File: src/hdl/wfbm_pkg.sv
// Shared constants, types and stage offsets for the tree placement pipeline
package wfbm_pkg;

    localparam int COORD_BITS      = 12;
    localparam int NOISE_FRAC_BITS = 16;
    localparam int POS_FRAC        = 16;
    localparam int DIVISOR_W       = 13;
    localparam int CFG_DATA_W      = 32;
    localparam int CFG_IDX_W       = 2;
    localparam int BYTE_W          = 8;
    localparam int REASON_W        = 3;

    // position and divider widths
    localparam int NUM_W      = COORD_BITS + POS_FRAC;
    localparam int DIV_STEPS  = 4;
    localparam int DIV_STAGES = NUM_W / DIV_STEPS;
    localparam int POS_W      = NUM_W + 10;
    localparam int WX_W       = NUM_W + 2;

    // noise value widths
    localparam int NV_W   = NOISE_FRAC_BITS;
    localparam int EASE_W = POS_FRAC + 1;
    localparam int ACC_W  = NV_W + 4;

    // reciprocal division of the octave sum by 2^n-1
    localparam int RECIP_SHIFT = ACC_W + 6;
    localparam logic [RECIP_SHIFT-1:0] RECIP3  =
        RECIP_SHIFT'(((64'd1 << RECIP_SHIFT) + 64'd2) / 64'd3);
    localparam logic [RECIP_SHIFT-1:0] RECIP7  =
        RECIP_SHIFT'(((64'd1 << RECIP_SHIFT) + 64'd6) / 64'd7);
    localparam logic [RECIP_SHIFT-1:0] RECIP15 =
        RECIP_SHIFT'(((64'd1 << RECIP_SHIFT) + 64'd14) / 64'd15);

    // hash constants
    localparam logic [31:0] HASH_KX = 32'd374761;
    localparam logic [31:0] HASH_KY = 32'd668265;
    localparam logic [31:0] HASH_KS = 32'd2246822;
    localparam logic [31:0] HASH_KM = 32'd1274126177;

    // seed offsets
    localparam logic [31:0] SEED_STEP   = 32'd100;
    localparam logic [31:0] SEED_WARP_X = 32'd100;
    localparam logic [31:0] SEED_WARP_Y = 32'd200;
    localparam logic [31:0] SEED_LARGE  = 32'd500;
    localparam logic [31:0] SEED_MED    = 32'd600;
    localparam logic [31:0] SEED_FINE   = 32'd700;
    localparam logic [31:0] SEED_PLACE  = 32'd999;

    // warp and layer scaling
    localparam int WARP_SH   = 3;
    localparam int WARP_GAIN = 3932;
    localparam int WARP_HALF = 1 << (NOISE_FRAC_BITS - 1);
    localparam int LAYER_LARGE = 14;
    localparam int LAYER_MED   = 35;
    localparam int LAYER_FINE  = 70;
    localparam int W_LARGE   = 26214;
    localparam int W_MED     = 22938;
    localparam int W_FINE    = 16384;
    localparam int MIX_SHIFT = 16;

    // density
    localparam logic [NV_W:0] NOISE_ONE = (NV_W+1)'(1) << NOISE_FRAC_BITS;
    localparam logic [NV_W-1:0] NOISE_T0 =
        NV_W'((7 * (64'd1 << NOISE_FRAC_BITS)) / 20);

    // climate and height rules
    localparam logic [BYTE_W-1:0] ELEV_MIN   = 8'd110;
    localparam logic [BYTE_W-1:0] ELEV_MAX   = 8'd204;
    localparam logic [BYTE_W-1:0] CLIM_BAND1 = 8'd86;
    localparam logic [BYTE_W-1:0] CLIM_BAND2 = 8'd172;

    typedef enum logic [REASON_W-1:0] {
        REASON_PLACED  = 3'd0,
        REASON_WATER   = 3'd1,
        REASON_HEIGHT  = 3'd2,
        REASON_BIOME   = 3'd3,
        REASON_DENSITY = 3'd4
    } t_reason;

    typedef enum logic [CFG_IDX_W-1:0] {
        CFG_SEED       = 2'd0,
        CFG_MAP_WIDTH  = 2'd1,
        CFG_MAP_HEIGHT = 2'd2
    } t_cfg_idx;

    typedef enum logic [1:0] {
        OCT_2 = 2'd0,
        OCT_3 = 2'd1,
        OCT_4 = 2'd2
    } t_oct;

    // unit latencies and stage positions after the input register
    localparam int HASH_LAT = 4;
    localparam int VN_LAT   = 7;
    localparam int FBM_LAT  = 2;
    localparam int L_NX     = DIV_STAGES;
    localparam int L_WVN    = L_NX + VN_LAT;
    localparam int L_WFBM   = L_WVN + FBM_LAT;
    localparam int L_WX     = L_WFBM + 1;
    localparam int L_SCALE  = L_WX + 1;
    localparam int L_LVN    = L_SCALE + VN_LAT;
    localparam int L_LFBM   = L_LVN + FBM_LAT;
    localparam int L_MIX    = L_LFBM + 1;
    localparam int L_CLAMP  = L_MIX + 1;
    localparam int L_SQ     = L_CLAMP + 1;
    localparam int L_DENS   = L_SQ + 1;
    localparam int NX_DLY   = L_WFBM - L_NX;

endpackage

File: src/hdl/wfbm_div.sv
// Pipelined restoring divider: (num << 16) / den, four quotient bits per stage
module wfbm_div (
    input  logic                           i_clk,
    input  logic                           i_en,
    input  logic [wfbm_pkg::COORD_BITS-1:0] i_num,
    input  logic [wfbm_pkg::DIVISOR_W-1:0]  i_den,
    output logic [wfbm_pkg::NUM_W-1:0]      o_quo
);
    import wfbm_pkg::*;

    logic [DIVISOR_W-1:0] r_rem [DIV_STAGES];
    logic [NUM_W-1:0]     r_quo [DIV_STAGES];
    logic [DIVISOR_W-1:0] n_rem [DIV_STAGES];
    logic [NUM_W-1:0]     n_quo [DIV_STAGES];

    always_comb begin
        logic [DIVISOR_W:0]   t;
        logic [DIVISOR_W-1:0] rem;
        logic [NUM_W-1:0]     q;
        for (int s = 0; s < DIV_STAGES; s++) begin
            if (s == 0) begin
                rem = '0;
                q   = {i_num, {POS_FRAC{1'b0}}};
            end else begin
                rem = r_rem[s-1];
                q   = r_quo[s-1];
            end
            // shift a dividend bit into the remainder, keep quotient bits below
            for (int k = 0; k < DIV_STEPS; k++) begin
                t = {rem, q[NUM_W-1]};
                q = {q[NUM_W-2:0], 1'b0};
                if (t >= {1'b0, i_den}) begin
                    t    = t - {1'b0, i_den};
                    q[0] = 1'b1;
                end
                rem = t[DIVISOR_W-1:0];
            end
            n_rem[s] = rem;
            n_quo[s] = q;
        end
    end

    always_ff @(posedge i_clk) begin
        if (i_en) begin
            for (int s = 0; s < DIV_STAGES; s++) begin
                r_rem[s] <= n_rem[s];
                r_quo[s] <= n_quo[s];
            end
        end
    end

    assign o_quo = r_quo[DIV_STAGES-1];

endmodule

File: config.mk
export PLATFORM = sky130hd
export DESIGN_NAME = wfbm_div
export DESIGN_NICKNAME = d
export VERILOG_FILES = /design/src/hdl/wfbm_pkg.sv /design/src/hdl/wfbm_div.sv
export SDC_FILE = /design/constraint.sdc
export NUM_CORES = 1
export LEC_CHECK = 0
export ABC_AREA = 1
export BUFFER_PORTS_ARGS = -buffer_cell sky130_fd_sc_hd__buf_2
export CAP_MARGIN = 20
export CORE_UTILIZATION = 55
export CTS_BUF_LIST = sky130_fd_sc_hd__clkbuf_4 sky130_fd_sc_hd__clkbuf_8 sky130_fd_sc_hd__clkbuf_16
export CTS_CLUSTER_SIZE = 24
export DETAILED_ROUTE_END_ITERATION = 12
export PLACE_DENSITY = 0.71
export SLEW_MARGIN = 20
export SYNTH_ARGS = -nofsm -noshare
export SYNTH_HDL_FRONTEND = slang
export SYNTH_SLANG_ARGS = --single-unit
File: constraint.sdc
create_clock -name i_clk -period 23.3 [get_ports i_clk]
set_input_delay 6.99 -clock i_clk [delete_from_list [all_inputs] [get_ports i_clk]]
set_output_delay 6.99 -clock i_clk [all_outputs]
set_load 0.02 [all_outputs]
==> flow_summary.ini <==
[placed_design]
gp_congestion = 0.9646
dp_hpwl_um = 50610
port_buffers = 54

[clock_tree]
cts_resized = 0
clock_path_buffers = 3
h-tree-depth = 1
cts_setup_buffers = 0
clk_pin_slew_ps = 70
postCtsHoldBufs = 0
cts_inserted_buffers = 27
cts_tree = done
clk_latency_ps = 580
cts_sinks = 202
root_buffer = clkbuf_16

[synth]
postSynthRegisterBits = 202
syn_area_sq_um = 25120
syn_avg_cell_area_sq_um = 7.242
netlist_instances = 3469
synth-async-reset-ratio_pct = 0
synth_edf_count = 202
syn_nets = 3851
yosysUniqueCellTypes = 59
ys.warnings.count = 0
synth_flop_cell = edfxtp_1
synth-seq-area-share_pct = 24.14

[timing]
slew-limit-headroom_pct = 37.98
fmax_ghz = 0.06138
rsz0062_at_grt = no
finalMaxSlewViolations = 0
min_period_ps = 16290
skew_ps = 38.12
tns_ps = 0
setup_viol_count_final = 0
fin_crit_sh_pct = 69.93
hold_viol = 0
worst_pin_slew_ps = 928.3

[routing]
wl_met1_um = 29100
drcViolationCount = 0
top_layer_used = met4
vias = 23377
dr.first_iter.drc_count = 1517
vias_per_cell = 5.648
first_pass_iters = 5
avgRoutedWirePerCell_um = 16.02
finalWirelength_um = 66300
met3_length_um = 3521
ant_nets = 0
dr_wl_met2_um = 31600

[worst_setup_path]
crit_fanout = 26
slowest_stage = a21boi_1
critPathLaunchType = input port
crit_type = in -> reg
endpoint_kind = flip-flop
critPathMostFrequentCell = nand2_1
cp_data_required_time_ps = 23740
slowest_delay_ps = 800
arrival_ps = 16730

[layout]
final_common_cell = nand2_1
layout_common_cells = nand2_1 (981), inv_1 (358), ha_1 (340)
nNetsFinal = 3910
multi_input_area_sq_um = 17280
nFillCells = 4038
area_growth_pct = 7.087
diodes = 0
drive_gt1_share_pct = 6.090
layout.area.seq_sq_um = 6066

[global_routing]
antenna_found_initial = 0
grt_pass1_vias = 22591
grt_max_degree = 86
grt_use_total_pct = 28.28
grt-ovfl-total = 0
grt_pass1_wl_um = 108900

[die]
die_h_um = 215.7
io_pins = 55
core_sq_um = 44610
num_rows = 77
start_util_pct = 56.32
die_w_um = 215.7
die-area_sq_um = 46540

[run]
maxCapViolCount = 0

[outcome]
outcome = complete, no violations

[min_path]
hold_class = reg -> reg
## metal layers
metal | global-route usage (%) | vias up
li1 | - | 11895
met1 | 36.12 | 10692
met2 | 49.39 | 642
met3 | 2.918 | 148
met4 | 9.905 | 0
met5 | 0 | -
## synth_stat cells, drive strengths merged, types with 29 or more instances
cell type	n	area [sq um]
nand4	39	250.2
o21ai	245	1260
inv	375	1413
nor2	228	900.9
buf	47	340.3
a21oi	289	1484
ha	340	4254
xnor2	109	954.7
xor2	165	1445
a21o	29	217.7
edfxtp	202	6066
nand3	192	1064
a31oi	33	206.5
nand2	990	3749
## cells by family (layout without fill, tap and decap cells)
kind of cell / after synthesis / in the layout / share of synthesized area, %
buf+inv: 429 / 507 / 7.082
simple gates: 1522 / 1522 / 25.55
xor+xnor: 274 / 274 / 9.552
flops: 202 / 202 / 24.14
fa+ha+maj: 355 / 355 / 18.13
compound gates: 687 / 687 / 15.54
## path summary, 6_finish.rpt
path	from	endpoint	slack [ps]	cells after the start
hold reg to reg	r_quo[4][4]	r_quo[5][8]	400	0
hold / removal	r_quo[4][4]	r_quo[5][8]	400	0
setup reg to reg	r_quo[1][27]	r_rem[2][6]	13550	45
setup / recovery	i_den[3]	r_rem[2][6]	7010	48
## cell type report
class | count | area share (%)
Clock buffer | 32 | 2.651
Clock inverter | 16 | 0.6976
Inverter | 375 | 5.251
Multi-Input combinational cell | 2838 | 64.22
Sequential cell | 202 | 22.55
Tap cell | 592 | 2.753
Timing Repair Buffer | 84 | 1.879
## sequential cells by signal (all words and copies together), names as in the netlist
register and flops:
r_rem 78, r_quo 124
## critical path: cells and delay by family
family / cells / cell delay (ps)
AND/OR/NAND/NOR: 21 / 2940
adder cells (fa/ha/maj): 4 / 1500
AO/OA/AOI/OAI: 13 / 3850
buffers and inverters: 10 / 1410
## metrics by stage
stage | std cells | utilization [%] | setup slack (ps) | instance area (sq um) | hold WS, ps
2_1_floorplan | 3469 | - | 8918 | 25120 | 400.3
3_3_place_gp | 4091 | 58.29 | 7126 | 26000 | 400.3
3_5_place_dp | 4091 | 58.29 | 6665 | 26000 | 404.5
4_1_cts | 4139 | 60.31 | 7247 | 26900 | 406.7
5_1_grt | 4139 | 60.31 | 6030 | 26900 | 420.8
6_report | 4139 | 60.31 | 7007 | 26900 | 403.6
Power is not shown: default switching activity piles up to over one toggle a cycle in this logic, so the estimate is an artifact.
