==> src/hdl/wfbm_pkg.sv <==
// Shared constants, types and stage offsets for the tree placement pipeline
package wfbm_pkg;

    localparam int COORD_BITS      = 12;
    localparam int NOISE_FRAC_BITS = 16;
    localparam int POS_FRAC        = 16;
    localparam int DIVISOR_W       = 13;
    localparam int CFG_DATA_W      = 32;
    localparam int CFG_IDX_W       = 2;
    localparam int BYTE_W          = 8;
    localparam int REASON_W        = 3;

    // position and divider widths
    localparam int NUM_W      = COORD_BITS + POS_FRAC;
    localparam int DIV_STEPS  = 4;
    localparam int DIV_STAGES = NUM_W / DIV_STEPS;
    localparam int POS_W      = NUM_W + 10;
    localparam int WX_W       = NUM_W + 2;

    // noise value widths
    localparam int NV_W   = NOISE_FRAC_BITS;
    localparam int EASE_W = POS_FRAC + 1;
    localparam int ACC_W  = NV_W + 4;

    // reciprocal division of the octave sum by 2^n-1
    localparam int RECIP_SHIFT = ACC_W + 6;
    localparam logic [RECIP_SHIFT-1:0] RECIP3  =
        RECIP_SHIFT'(((64'd1 << RECIP_SHIFT) + 64'd2) / 64'd3);
    localparam logic [RECIP_SHIFT-1:0] RECIP7  =
        RECIP_SHIFT'(((64'd1 << RECIP_SHIFT) + 64'd6) / 64'd7);
    localparam logic [RECIP_SHIFT-1:0] RECIP15 =
        RECIP_SHIFT'(((64'd1 << RECIP_SHIFT) + 64'd14) / 64'd15);

    // hash constants
    localparam logic [31:0] HASH_KX = 32'd374761;
    localparam logic [31:0] HASH_KY = 32'd668265;
    localparam logic [31:0] HASH_KS = 32'd2246822;
    localparam logic [31:0] HASH_KM = 32'd1274126177;

    // seed offsets
    localparam logic [31:0] SEED_STEP   = 32'd100;
    localparam logic [31:0] SEED_WARP_X = 32'd100;
    localparam logic [31:0] SEED_WARP_Y = 32'd200;
    localparam logic [31:0] SEED_LARGE  = 32'd500;
    localparam logic [31:0] SEED_MED    = 32'd600;
    localparam logic [31:0] SEED_FINE   = 32'd700;
    localparam logic [31:0] SEED_PLACE  = 32'd999;

    // warp and layer scaling
    localparam int WARP_SH   = 3;
    localparam int WARP_GAIN = 3932;
    localparam int WARP_HALF = 1 << (NOISE_FRAC_BITS - 1);
    localparam int LAYER_LARGE = 14;
    localparam int LAYER_MED   = 35;
    localparam int LAYER_FINE  = 70;
    localparam int W_LARGE   = 26214;
    localparam int W_MED     = 22938;
    localparam int W_FINE    = 16384;
    localparam int MIX_SHIFT = 16;

    // density
    localparam logic [NV_W:0] NOISE_ONE = (NV_W+1)'(1) << NOISE_FRAC_BITS;
    localparam logic [NV_W-1:0] NOISE_T0 =
        NV_W'((7 * (64'd1 << NOISE_FRAC_BITS)) / 20);

    // climate and height rules
    localparam logic [BYTE_W-1:0] ELEV_MIN   = 8'd110;
    localparam logic [BYTE_W-1:0] ELEV_MAX   = 8'd204;
    localparam logic [BYTE_W-1:0] CLIM_BAND1 = 8'd86;
    localparam logic [BYTE_W-1:0] CLIM_BAND2 = 8'd172;

    typedef enum logic [REASON_W-1:0] {
        REASON_PLACED  = 3'd0,
        REASON_WATER   = 3'd1,
        REASON_HEIGHT  = 3'd2,
        REASON_BIOME   = 3'd3,
        REASON_DENSITY = 3'd4
    } t_reason;

    typedef enum logic [CFG_IDX_W-1:0] {
        CFG_SEED       = 2'd0,
        CFG_MAP_WIDTH  = 2'd1,
        CFG_MAP_HEIGHT = 2'd2
    } t_cfg_idx;

    typedef enum logic [1:0] {
        OCT_2 = 2'd0,
        OCT_3 = 2'd1,
        OCT_4 = 2'd2
    } t_oct;

    // unit latencies and stage positions after the input register
    localparam int HASH_LAT = 4;
    localparam int VN_LAT   = 7;
    localparam int FBM_LAT  = 2;
    localparam int L_NX     = DIV_STAGES;
    localparam int L_WVN    = L_NX + VN_LAT;
    localparam int L_WFBM   = L_WVN + FBM_LAT;
    localparam int L_WX     = L_WFBM + 1;
    localparam int L_SCALE  = L_WX + 1;
    localparam int L_LVN    = L_SCALE + VN_LAT;
    localparam int L_LFBM   = L_LVN + FBM_LAT;
    localparam int L_MIX    = L_LFBM + 1;
    localparam int L_CLAMP  = L_MIX + 1;
    localparam int L_SQ     = L_CLAMP + 1;
    localparam int L_DENS   = L_SQ + 1;
    localparam int NX_DLY   = L_WFBM - L_NX;

endpackage

==> src/hdl/wfbm_hash.sv <==
// Four-stage integer hash of a lattice point and a seed
module wfbm_hash (
    input  logic        i_clk,
    input  logic        i_en,
    input  logic [31:0] i_x,
    input  logic [31:0] i_y,
    input  logic [31:0] i_sd,
    output logic [31:0] o_hash
);
    import wfbm_pkg::*;

    logic [31:0] r_px;
    logic [31:0] r_py;
    logic [31:0] r_ps;
    logic [31:0] r_mix;
    logic [31:0] r_prod;
    logic [31:0] r_hash;
    logic [31:0] sum;

    assign sum = r_px + r_py + r_ps;

    always_ff @(posedge i_clk) begin
        if (i_en) begin
            r_px   <= i_x * HASH_KX;
            r_py   <= i_y * HASH_KY;
            r_ps   <= i_sd * HASH_KS;
            r_mix  <= sum ^ (sum >> 13);
            r_prod <= r_mix * HASH_KM;
            r_hash <= r_prod ^ (r_prod >> 16);
        end
    end

    assign o_hash = r_hash;

endmodule

==> config.mk <==
export PLATFORM = sky130hd
export DESIGN_NAME = wfbm_hash
export DESIGN_NICKNAME = d
export VERILOG_FILES = /design/src/hdl/wfbm_pkg.sv /design/src/hdl/wfbm_hash.sv
export SDC_FILE = /design/constraint.sdc
export NUM_CORES = 2
export LEC_CHECK = 0
export BUFFER_PORTS_ARGS = -buffer_cell sky130_fd_sc_hd__buf_2
export CAP_MARGIN = 5
export CORE_MARGIN = 4
export CORE_UTILIZATION = 50
export CTS_CLUSTER_DIAMETER = 100
export DETAILED_ROUTE_END_ITERATION = 10
export MAX_ROUTING_LAYER = met4
export PLACE_DENSITY_LB_ADDON = 0.3
export SYNTH_ARGS = -nofsm -noshare
export SYNTH_HDL_FRONTEND = slang
export SYNTH_SLANG_ARGS = --single-unit
==> constraint.sdc <==
create_clock -name i_clk -period 12.43 [get_ports i_clk]
set_input_delay 0 -clock i_clk [delete_from_list [all_inputs] [get_ports i_clk]]
set_output_delay 0 -clock i_clk [all_outputs]
set_load 0.01 [all_outputs]
==> flow_summary.yaml <==
run_status:
  status: "completed"
drt:
  firstDrtPassIters: 5
  highest_layer: "met4"
  drcViolationCount: 0
  dr_wl_met2_um: 39580
  ant_nets: 0
  wl_met3_um: 2140
  vias: 22190
  drt-met1-wl_um: 31870
  drt_iter0_markers: 888
  routed_wl_um: 75380
  wl_per_cell_um: 17.03
  viasPerCell: 5.015
synthesis:
  synth_area_sq_um: 36460
  ys_ff_latch: 191
  async_flop_share: 0
  yosys_most_used_dff: "edfxtp_1"
  syn-num-nets: 4731
  postSynthAreaPerCell_sq_um: 11.02
  ys_warn_count: 0
  synth-edff-count: 191
  syn_inst: 3309
  ys_seq_area_frac: 0.1573
  yosysUniqueCellTypes: 75
clocking:
  clkSinkCount: 191
  cts_buffers: 17
  clockRootBuffer: "clkbuf_16"
  clk_pin_slew_ps: 80
  cts_tree: "yes"
  cts_setup_buffers: 0
  cts_max_level: 4
  insertion_delay_ps: 470
  cts_buffer_depth: 2
worst_setup_path:
  critPathRequiredTime_ps: 12630
  worst-path-buf-inv: 6
  reg2reg_from: "r_mix[4]"
  cp_common_cell: "fa_1"
  cp_slowest_cell: "nor3_1"
  crit_fanout: 8
  end_kind: "flop"
  cp_data_arrival_time_ps: 7480
  max_stage_delay_ps: 840
  crit_family: "adder cells"
  crit_start: "r_mix[4]"
  cp-start-kind: "flop"
  rrSetupSlack_ps: 5150
  worstPathCellList: "inv_1 -> fa_1 -> fa_1 -> inv_1 -> fa_1 -> inv_1 -> fa_1 -> inv_1 -> fa_1 -> inv_1 -> fa_1 -> inv_1 -> fa_1 -> ha_1 -> ha_1 -> nor3_1 -> nor2_1 -> a31oi_1 -> a211oi_1 -> o41a_1 -> xnor2_1"
  critPathKind: "reg2reg"
  r2r_end: "r_prod[31]"
  crit_end: "r_prod[31]"
  ff2ff_path_depth: 21
  worst-path-stages: 21
placed_design:
  pre_cts_ws_ps: 5121
  port_buffers: 128
  gp_routability_congestion: 0.9259
  hpwl_um: 66860
final_layout:
  utilization: 0.5425
  fin_nets: 4885
  layout_common_cells: "1026 x inv_1, 665 x ha_1, 659 x fa_1, 191 x edfxtp_1, 176 x xnor2_1"
  seqCellArea_sq_um: 5736
  drive_gt1_frac: 0.05353
  final_common_cell: "inv_1"
  syn_to_final_growth_pct: 6.897
  n_antenna_cell: 0
  multiInputGateArea_sq_um: 26860
  num-fill-cells: 6339
sta:
  clock.fmax_ghz: 0.1373
  tightest_slew_ps: 1094
  layout_worst_path_cycle_share: 0.5860
  relSlewSlack: 0.2705
  drv_slew: 0
  hold_viol_final: 0
  setup_viol: 0
  layout_setup_ws_ps: 5146
  finalCriticalPeriod_ps: 7284
  timing.setup.tns_ps: 0
  rsz0062_at_grt: "false"
  clock_skew_ps: 17.80
global_route:
  antenna_found_initial: 0
  grt_pass1_vias: 24330
  grt_max_degree: 106
  grt_overflow: 0
  grt_first_pass_wirelength_um: 125700
  track_usage: 0.2115
die:
  io_pins: 130
  die_h_um: 278.1
  initial_utilization: 0.5075
  rows: 98
  dieArea_sq_um: 77310
  fp.dieW_um: 278.1
  core_area_sq_um: 71850
job:
  maxCapViolations: 0
worst_hold_path:
  hold_path.class: "in2reg"
cell type report:
type,instances,area share
flip-flops and latches,191,0.1471
multi-input cells,2090,0.6891
well taps,950,0.03049
clock inverters,13,0.004558
inverters,1026,0.09880
clock buffers,18,0.01101
repair buffers,137,0.01884
worst min-delay path by stage:
stage	start	end	slack (ps)	cells after the start
global placement	i_y[2]	r_py[2]	380	1
floorplan	i_sd[0]	r_ps[1]	100	0
detailed placement	i_y[0]	r_py[0]	390	1
finish	i_y[3]	r_py[3]	20	2
CTS	i_y[3]	r_py[3]	10	2
global route	i_y[3]	r_py[3]	20	2
cells in the mapped netlist, types with 4 or more instances:
library cell / count / area share
or3_1: 4 / 0.00069
o21bai_1: 14 / 0.0029
nand3_1: 24 / 0.0033
inv_1: 1026 / 0.11
nor2b_1: 10 / 0.0017
a31oi_1: 9 / 0.0015
nand2_1: 52 / 0.0054
nand2b_1: 14 / 0.0024
xnor2_1: 176 / 0.042
and3_1: 11 / 0.0019
o2111ai_1: 4 / 0.00096
a21o_1: 53 / 0.011
o21a_1: 16 / 0.0033
nor2_1: 50 / 0.0051
nand3b_1: 6 / 0.0012
o21ai_0: 39 / 0.0054
edfxtp_1: 191 / 0.16
and2_1: 8 / 0.0014
ha_1: 665 / 0.23
nor3_1: 13 / 0.0018
a211o_1: 5 / 0.0012
a21oi_1: 98 / 0.013
fa_1: 659 / 0.36
a211oi_1: 7 / 0.0014
nand4_1: 5 / 0.00086
xor2_1: 77 / 0.018
logic make-up (layout without fill, tap and decap cells):
| logic type | Yosys count | count (layout) | synth area share |
|---|---|---|---|
| buf+inv | 1028 | 1194 | 0.1060 |
| fa+ha+maj | 1324 | 1324 | 0.5900 |
| simple gates | 213 | 213 | 0.02930 |
| compound gates | 298 | 298 | 0.05590 |
| mux | 1 | 1 | 0.0002745 |
| flops | 191 | 191 | 0.1573 |
| xor+xnor | 254 | 254 | 0.06122 |
state kept, by name (all words and copies together) (netlist names):
register  cells
o_hash       32
r_mix        32
r_prod       32
r_px         32
r_py         32
r_ps         31
metal layers:
metal	track usage	vias up
met5	-	-
met2	0.3746	371
met3	0.02240	83
met4	0.04744	0
met1	0.2636	11140
li1	-	10600
per-stage QoR:
stage,hold WS (ps),cell area (sq um),cells
2_1_floorplan,98.87,36460,3309
4_1_cts,10.37,38980,4425
3_5_place_dp,392.5,38300,4387
6_report,21.24,38980,4425
3_3_place_gp,384.8,38300,4387
5_1_grt,23.97,38980,4425
timing repair:
| item | in CTS | in global routing |
|---|---|---|
| endpoints found under the hold margin | 7 | 0 |
| hold buffers | 7 | 0 |
| resized for setup | 0 | 0 |
Power is not shown: default switching activity piles up to over one toggle a cycle in this logic, so the estimate is an artifact.
