$ cat src/hdl/wfbm_pkg.sv
// Shared constants, types and stage offsets for the tree placement pipeline
package wfbm_pkg;

    localparam int COORD_BITS      = 12;
    localparam int NOISE_FRAC_BITS = 16;
    localparam int POS_FRAC        = 16;
    localparam int DIVISOR_W       = 13;
    localparam int CFG_DATA_W      = 32;
    localparam int CFG_IDX_W       = 2;
    localparam int BYTE_W          = 8;
    localparam int REASON_W        = 3;

    // position and divider widths
    localparam int NUM_W      = COORD_BITS + POS_FRAC;
    localparam int DIV_STEPS  = 4;
    localparam int DIV_STAGES = NUM_W / DIV_STEPS;
    localparam int POS_W      = NUM_W + 10;
    localparam int WX_W       = NUM_W + 2;

    // noise value widths
    localparam int NV_W   = NOISE_FRAC_BITS;
    localparam int EASE_W = POS_FRAC + 1;
    localparam int ACC_W  = NV_W + 4;

    // reciprocal division of the octave sum by 2^n-1
    localparam int RECIP_SHIFT = ACC_W + 6;
    localparam logic [RECIP_SHIFT-1:0] RECIP3  =
        RECIP_SHIFT'(((64'd1 << RECIP_SHIFT) + 64'd2) / 64'd3);
    localparam logic [RECIP_SHIFT-1:0] RECIP7  =
        RECIP_SHIFT'(((64'd1 << RECIP_SHIFT) + 64'd6) / 64'd7);
    localparam logic [RECIP_SHIFT-1:0] RECIP15 =
        RECIP_SHIFT'(((64'd1 << RECIP_SHIFT) + 64'd14) / 64'd15);

    // hash constants
    localparam logic [31:0] HASH_KX = 32'd374761;
    localparam logic [31:0] HASH_KY = 32'd668265;
    localparam logic [31:0] HASH_KS = 32'd2246822;
    localparam logic [31:0] HASH_KM = 32'd1274126177;

    // seed offsets
    localparam logic [31:0] SEED_STEP   = 32'd100;
    localparam logic [31:0] SEED_WARP_X = 32'd100;
    localparam logic [31:0] SEED_WARP_Y = 32'd200;
    localparam logic [31:0] SEED_LARGE  = 32'd500;
    localparam logic [31:0] SEED_MED    = 32'd600;
    localparam logic [31:0] SEED_FINE   = 32'd700;
    localparam logic [31:0] SEED_PLACE  = 32'd999;

    // warp and layer scaling
    localparam int WARP_SH   = 3;
    localparam int WARP_GAIN = 3932;
    localparam int WARP_HALF = 1 << (NOISE_FRAC_BITS - 1);
    localparam int LAYER_LARGE = 14;
    localparam int LAYER_MED   = 35;
    localparam int LAYER_FINE  = 70;
    localparam int W_LARGE   = 26214;
    localparam int W_MED     = 22938;
    localparam int W_FINE    = 16384;
    localparam int MIX_SHIFT = 16;

    // density
    localparam logic [NV_W:0] NOISE_ONE = (NV_W+1)'(1) << NOISE_FRAC_BITS;
    localparam logic [NV_W-1:0] NOISE_T0 =
        NV_W'((7 * (64'd1 << NOISE_FRAC_BITS)) / 20);

    // climate and height rules
    localparam logic [BYTE_W-1:0] ELEV_MIN   = 8'd110;
    localparam logic [BYTE_W-1:0] ELEV_MAX   = 8'd204;
    localparam logic [BYTE_W-1:0] CLIM_BAND1 = 8'd86;
    localparam logic [BYTE_W-1:0] CLIM_BAND2 = 8'd172;

    typedef enum logic [REASON_W-1:0] {
        REASON_PLACED  = 3'd0,
        REASON_WATER   = 3'd1,
        REASON_HEIGHT  = 3'd2,
        REASON_BIOME   = 3'd3,
        REASON_DENSITY = 3'd4
    } t_reason;

    typedef enum logic [CFG_IDX_W-1:0] {
        CFG_SEED       = 2'd0,
        CFG_MAP_WIDTH  = 2'd1,
        CFG_MAP_HEIGHT = 2'd2
    } t_cfg_idx;

    typedef enum logic [1:0] {
        OCT_2 = 2'd0,
        OCT_3 = 2'd1,
        OCT_4 = 2'd2
    } t_oct;

    // unit latencies and stage positions after the input register
    localparam int HASH_LAT = 4;
    localparam int VN_LAT   = 7;
    localparam int FBM_LAT  = 2;
    localparam int L_NX     = DIV_STAGES;
    localparam int L_WVN    = L_NX + VN_LAT;
    localparam int L_WFBM   = L_WVN + FBM_LAT;
    localparam int L_WX     = L_WFBM + 1;
    localparam int L_SCALE  = L_WX + 1;
    localparam int L_LVN    = L_SCALE + VN_LAT;
    localparam int L_LFBM   = L_LVN + FBM_LAT;
    localparam int L_MIX    = L_LFBM + 1;
    localparam int L_CLAMP  = L_MIX + 1;
    localparam int L_SQ     = L_CLAMP + 1;
    localparam int L_DENS   = L_SQ + 1;
    localparam int NX_DLY   = L_WFBM - L_NX;

endpackage

$ cat src/hdl/wfbm_fbm.sv
// Octave weighting and division of the weighted sum by 2^n-1
module wfbm_fbm (
    input  logic                      i_clk,
    input  logic                      i_en,
    input  wfbm_pkg::t_oct            i_oct,
    input  logic [wfbm_pkg::NV_W-1:0] i_noise [4],
    output logic [wfbm_pkg::NV_W-1:0] o_value
);
    import wfbm_pkg::*;

    logic [ACC_W-1:0]             n_acc;
    logic [ACC_W-1:0]             r_acc;
    t_oct                         r_oct;
    logic [RECIP_SHIFT-1:0]       recip;
    logic [ACC_W+RECIP_SHIFT-1:0] r_prod;
    logic [ACC_W-1:0]             e0, e1, e2, e3;

    assign e0 = ACC_W'(i_noise[0]);
    assign e1 = ACC_W'(i_noise[1]);
    assign e2 = ACC_W'(i_noise[2]);
    assign e3 = ACC_W'(i_noise[3]);

    always_comb begin
        case (i_oct)
            OCT_2:   n_acc = (e0 << 1) + e1;
            OCT_3:   n_acc = (e0 << 2) + (e1 << 1) + e2;
            OCT_4:   n_acc = (e0 << 3) + (e1 << 2) + (e2 << 1) + e3;
            default: n_acc = '0;
        endcase
    end

    always_comb begin
        case (r_oct)
            OCT_2:   recip = RECIP3;
            OCT_3:   recip = RECIP7;
            OCT_4:   recip = RECIP15;
            default: recip = '0;
        endcase
    end

    always_ff @(posedge i_clk) begin
        if (i_en) begin
            r_acc  <= n_acc;
            r_oct  <= i_oct;
            r_prod <= r_acc * recip;
        end
    end

    assign o_value = r_prod[RECIP_SHIFT +: NV_W];

endmodule

$ cat config.mk
export PLATFORM = sky130hd
export DESIGN_NAME = wfbm_fbm
export DESIGN_NICKNAME = d
export VERILOG_FILES = /design/src/hdl/wfbm_pkg.sv /design/src/hdl/wfbm_fbm.sv
export SDC_FILE = /design/constraint.sdc
export NUM_CORES = 1
export LEC_CHECK = 0
export ABC_AREA = 1
export BUFFER_PORTS_ARGS = -buffer_cell sky130_fd_sc_hd__buf_2
export CAP_MARGIN = 0
export CELL_PAD_IN_SITES_DETAIL_PLACEMENT = 0
export CELL_PAD_IN_SITES_GLOBAL_PLACEMENT = 2
export CORE_ASPECT_RATIO = 0.5
export CORE_MARGIN = 8
export CORE_UTILIZATION = 42
export CTS_CLUSTER_SIZE = 24
export DETAILED_ROUTE_END_ITERATION = 7
export GPL_TIMING_DRIVEN = 0
export PLACE_DENSITY = 0.95
export SYNTH_ARGS = -nofsm -noshare
export SYNTH_HDL_FRONTEND = slang
export SYNTH_SLANG_ARGS = --single-unit
$ cat constraint.sdc
create_clock -name i_clk -period 10.15 [get_ports i_clk]
set_input_delay 0 -clock i_clk [delete_from_list [all_inputs] [get_ports i_clk]]
set_output_delay 0 -clock i_clk [all_outputs]
set_load 0.01 [all_outputs]
==> out/summary.md <==
The number of buffers inserted by post-CTS setup repair was 0; the number of maximum-capacitance constraint violations was 1. The post-CTS resize count is 0, and the fraction of final layout cells sized beyond drive strength 1 is 5.07%. The run gives 0 as the final hold violation count. The startpoint identified for the worst register-to-register timing path is r_oct[0]. The final route contains 14200 vias.

The transition time of the tightest slew-check pin is 1.50 ns, and the required arrival time at the worst endpoint is 10.24 ns. Summing the sequential cell areas from Yosys gives 7.04% of the chip area. The number of nets with antenna violations after detailed routing was 0; the depth of the CTS H-tree was 2. Fill cells in the final layout number 3942.

The cell accounting for the most synthesized area was sky130_fd_sc_hd__fa_1. Synthesis produced a netlist with a net count of 2663. Sorting the synthesized cells by how often they occur yields sky130_fd_sc_hd__inv_1 (569), sky130_fd_sc_hd__nand2_1 (354), sky130_fd_sc_hd__fa_1 (278).

The maximum achievable frequency was 108 MHz; the unique cell type count in the Yosys netlist was 38. The setup path with the least slack is of type reg2reg. The run gives 2756 as the final-stage net count.

The average vias per placed instance is 5.28. The final reports fail on max-capacitance violations, max-slew violations. STA classifies the critical path startpoint as a flip-flop. The tightest min-delay check is of the in2reg type.

The number of synthesized flops with an enable pin is 38. The tools report the synthesis warning total as 0. Global routing consumed, on the met2 layer, 27.7% of the routing resources. The clock passes through at most 2 buffers.

Among all cell types in the netlist, the one instantiated most often is sky130_fd_sc_hd__inv_1. met1 is the most crowded layer. The number of hold buffers added after CTS was 3. The logs give 0 for the final-report setup violation count and 58700 µm for the total wire length. The total core area was 38500 µm². The tools report the type of destination of the critical path as a flip-flop.

The post-synth design cell area was 16200 µm²; the clock insertion delay at the later pin of the skew report was 0.32 ns. In this run the most critical hold path is launched from i_noise[16]. The die covers 45500 µm².

The max-slew violation count was 11; the die height was 155 µm. The placer's final routability congestion estimate was 0.982. The tree is rooted in a sky130_fd_sc_hd__clkbuf_16. The die is 294 µm wide. The dominant register cell in the synthesized netlist was sky130_fd_sc_hd__edfxtp_1.

The tools report the number of core rows as 51. Number of standard cells after synthesis: 2058. The start point of the critical path was r_oct[0]. For the number of search-and-repair iterations in the first detailed-routing pass, the log shows 5. After detailed routing, the average wire length per cell comes to 21.9 µm. The total congestion overflow is 0. Global routing consumed, over all layers together, 26.1% of the routing resources. The share of synthesized area in the top cell type comes to 34.3%. The worst-case headroom to the max-slew limit was -0.387%; the maximum fanout count along the critical path was 10. The share of async-settable or async-resettable flops after synthesis is 0%, and the placed wire-length estimate after detailed placement is 53600 µm. For met3 alone, demand over resource in global routing was 15.3%. TritonCTS built the clock tree. The via count of the first global-routing pass is 14000, and the initial core utilization is 42.1%. The number of sinks on the clock net is 38. The remaining routing DRC violations is 0, and the number of input and output port buffers inserted is 83. For the met1 layer usage reported by global route, the log shows 42.4%.

The first routing iteration left 1449 violations. 84 I/O pins were placed. Data on the critical path arrives at its endpoint at 9.32 ns.

The initial antenna violation count is 0, and the clock input transition at the sequential cells of the worst setup and hold paths is 0.08 ns. Each instance of the synthesized netlist takes up on average 7.88 µm². The run finished, with violations left. The time the final worst path needs with I/O delays and setup is 9.24 ns, and the pin count of the biggest net entering global routing is 39. Setup skew after layout: 0.0141 ns. The synthesized design contains 38 register bits. The area growth from synthesis to layout works out to 7.86%. Setup repair after global routing left no endpoint under its margin.

The repair_antennas step left the layout with diodes totalling 0. The number of clock buffers added by TritonCTS is 5. Sorting the synthesized cells by area gives the leading types as sky130_fd_sc_hd__fa_1 (34%), sky130_fd_sc_hd__ha_1 (20%), sky130_fd_sc_hd__inv_1 (13%).

The first global-routing pass estimated 87900 µm of wire. The final critical path takes up 91.0% of the cycle. Setup total negative slack on the finished layout was measured at 0 ns.
[worst paths after layout]
path	to	slack, ns	depth (start not counted)
setup / recovery	r_prod[39]	0.91	26
hold / removal	r_acc[0]	0.01	3
setup reg to reg	r_prod[39]	0.91	26
hold reg to reg	r_prod[27]	1.28	9
[critical path, cell delays in order (launching register included)]
cell and delay, ns:
sky130_fd_sc_hd__edfxtp_1 0.45, sky130_fd_sc_hd__clkbuf_1 0.68, sky130_fd_sc_hd__inv_1 0.15, sky130_fd_sc_hd__ha_1 0.30, sky130_fd_sc_hd__o21bai_1 1.17, sky130_fd_sc_hd__clkbuf_1 0.73
sky130_fd_sc_hd__nor2_1 0.11, sky130_fd_sc_hd__ha_1 0.32, sky130_fd_sc_hd__inv_1 0.08, sky130_fd_sc_hd__fa_1 0.70, sky130_fd_sc_hd__inv_1 0.08, sky130_fd_sc_hd__ha_1 0.21
sky130_fd_sc_hd__fa_1 0.54, sky130_fd_sc_hd__inv_1 0.06, sky130_fd_sc_hd__fa_1 0.52, sky130_fd_sc_hd__fa_1 0.51, sky130_fd_sc_hd__inv_1 0.05, sky130_fd_sc_hd__fa_1 0.44
sky130_fd_sc_hd__ha_1 0.32, sky130_fd_sc_hd__a21oi_1 0.20, sky130_fd_sc_hd__o21ai_0 0.16, sky130_fd_sc_hd__a21oi_1 0.53, sky130_fd_sc_hd__nor2_1 0.08, sky130_fd_sc_hd__o21ai_0 0.40
sky130_fd_sc_hd__nand2_1 0.10, sky130_fd_sc_hd__nand2_1 0.07, sky130_fd_sc_hd__nand2_1 0.04
[state kept, by name, summed over array words and instances, names as in the netlist]
signal	count
r_oct	2
r_prod	16
r_acc	20
[cell usage in the layout, fill, tap and decap left out, types with 15 or more instances in the layout]
cell type	n
sky130_fd_sc_hd__edfxtp_1	38
sky130_fd_sc_hd__nand2_1	354
sky130_fd_sc_hd__nand4_1	17
sky130_fd_sc_hd__a21oi_1	91
sky130_fd_sc_hd__nor2_1	172
sky130_fd_sc_hd__fa_1	278
sky130_fd_sc_hd__o21ai_0	54
sky130_fd_sc_hd__ha_1	259
sky130_fd_sc_hd__nand3_1	109
sky130_fd_sc_hd__inv_1	569
sky130_fd_sc_hd__nor3_1	19
sky130_fd_sc_hd__buf_2	86
sky130_fd_sc_hd__o21bai_1	15
[layout make-up]
cell class,instances,area (µm²),share of cell area (%)
Clock buffer,6,129,0.737
Buffer,14,56.3,0.322
Multi-Input combinational cell,1436,12900,73.6
Tap cell,530,663,3.79
Clock inverter,2,37.5,0.215
Sequential cell,38,1140,6.52
Timing Repair Buffer,86,445,2.55
Inverter,570,2140,12.2
[metrics by stage]
stage / area [µm²] / utilization [%] / cells / worst slack [ns] / hold WS (ns)
CTS: 17500 / 45.5 / 2682 / 1.40 / 0.00325
detailed placement: 17300 / 44.9 / 2671 / 1.43 / 0.238
finish: 17500 / 45.5 / 2682 / 0.910 / 0.0111
global placement: 17300 / 44.9 / 2671 / 1.43 / 0.243
floorplan: 16200 / - / 2058 / 3.70 / 0.0989
global route: 17500 / 45.5 / 2682 / 0.720 / 0.0223
[kinds of logic (layout without fill, tap and decap cells)]
family | count (synthesis) | in the layout | synth area share [%]
and+or+nand+nor | 694 | 694 | 17.8
buffers and inverters | 584 | 678 | 13.5
adders and majority gates | 537 | 537 | 54.3
AOI/OAI and AO/OA | 195 | 195 | 6.79
DFF | 38 | 38 | 7.04
xor gates and xnor gates | 10 | 10 | 0.540
[routing by layer]
layer	vias up	wire length (µm)	share of wire (%)
met2	732	17900	30
met1	6898	30200	51
met4	4	298	0.51
li1	6501	-	-
met3	23	10200	17
met5	-	177	0.30
Power is left out: the tool's default activity adds up to more than one toggle a clock period on the data nets, which glitch-free logic cannot reach.
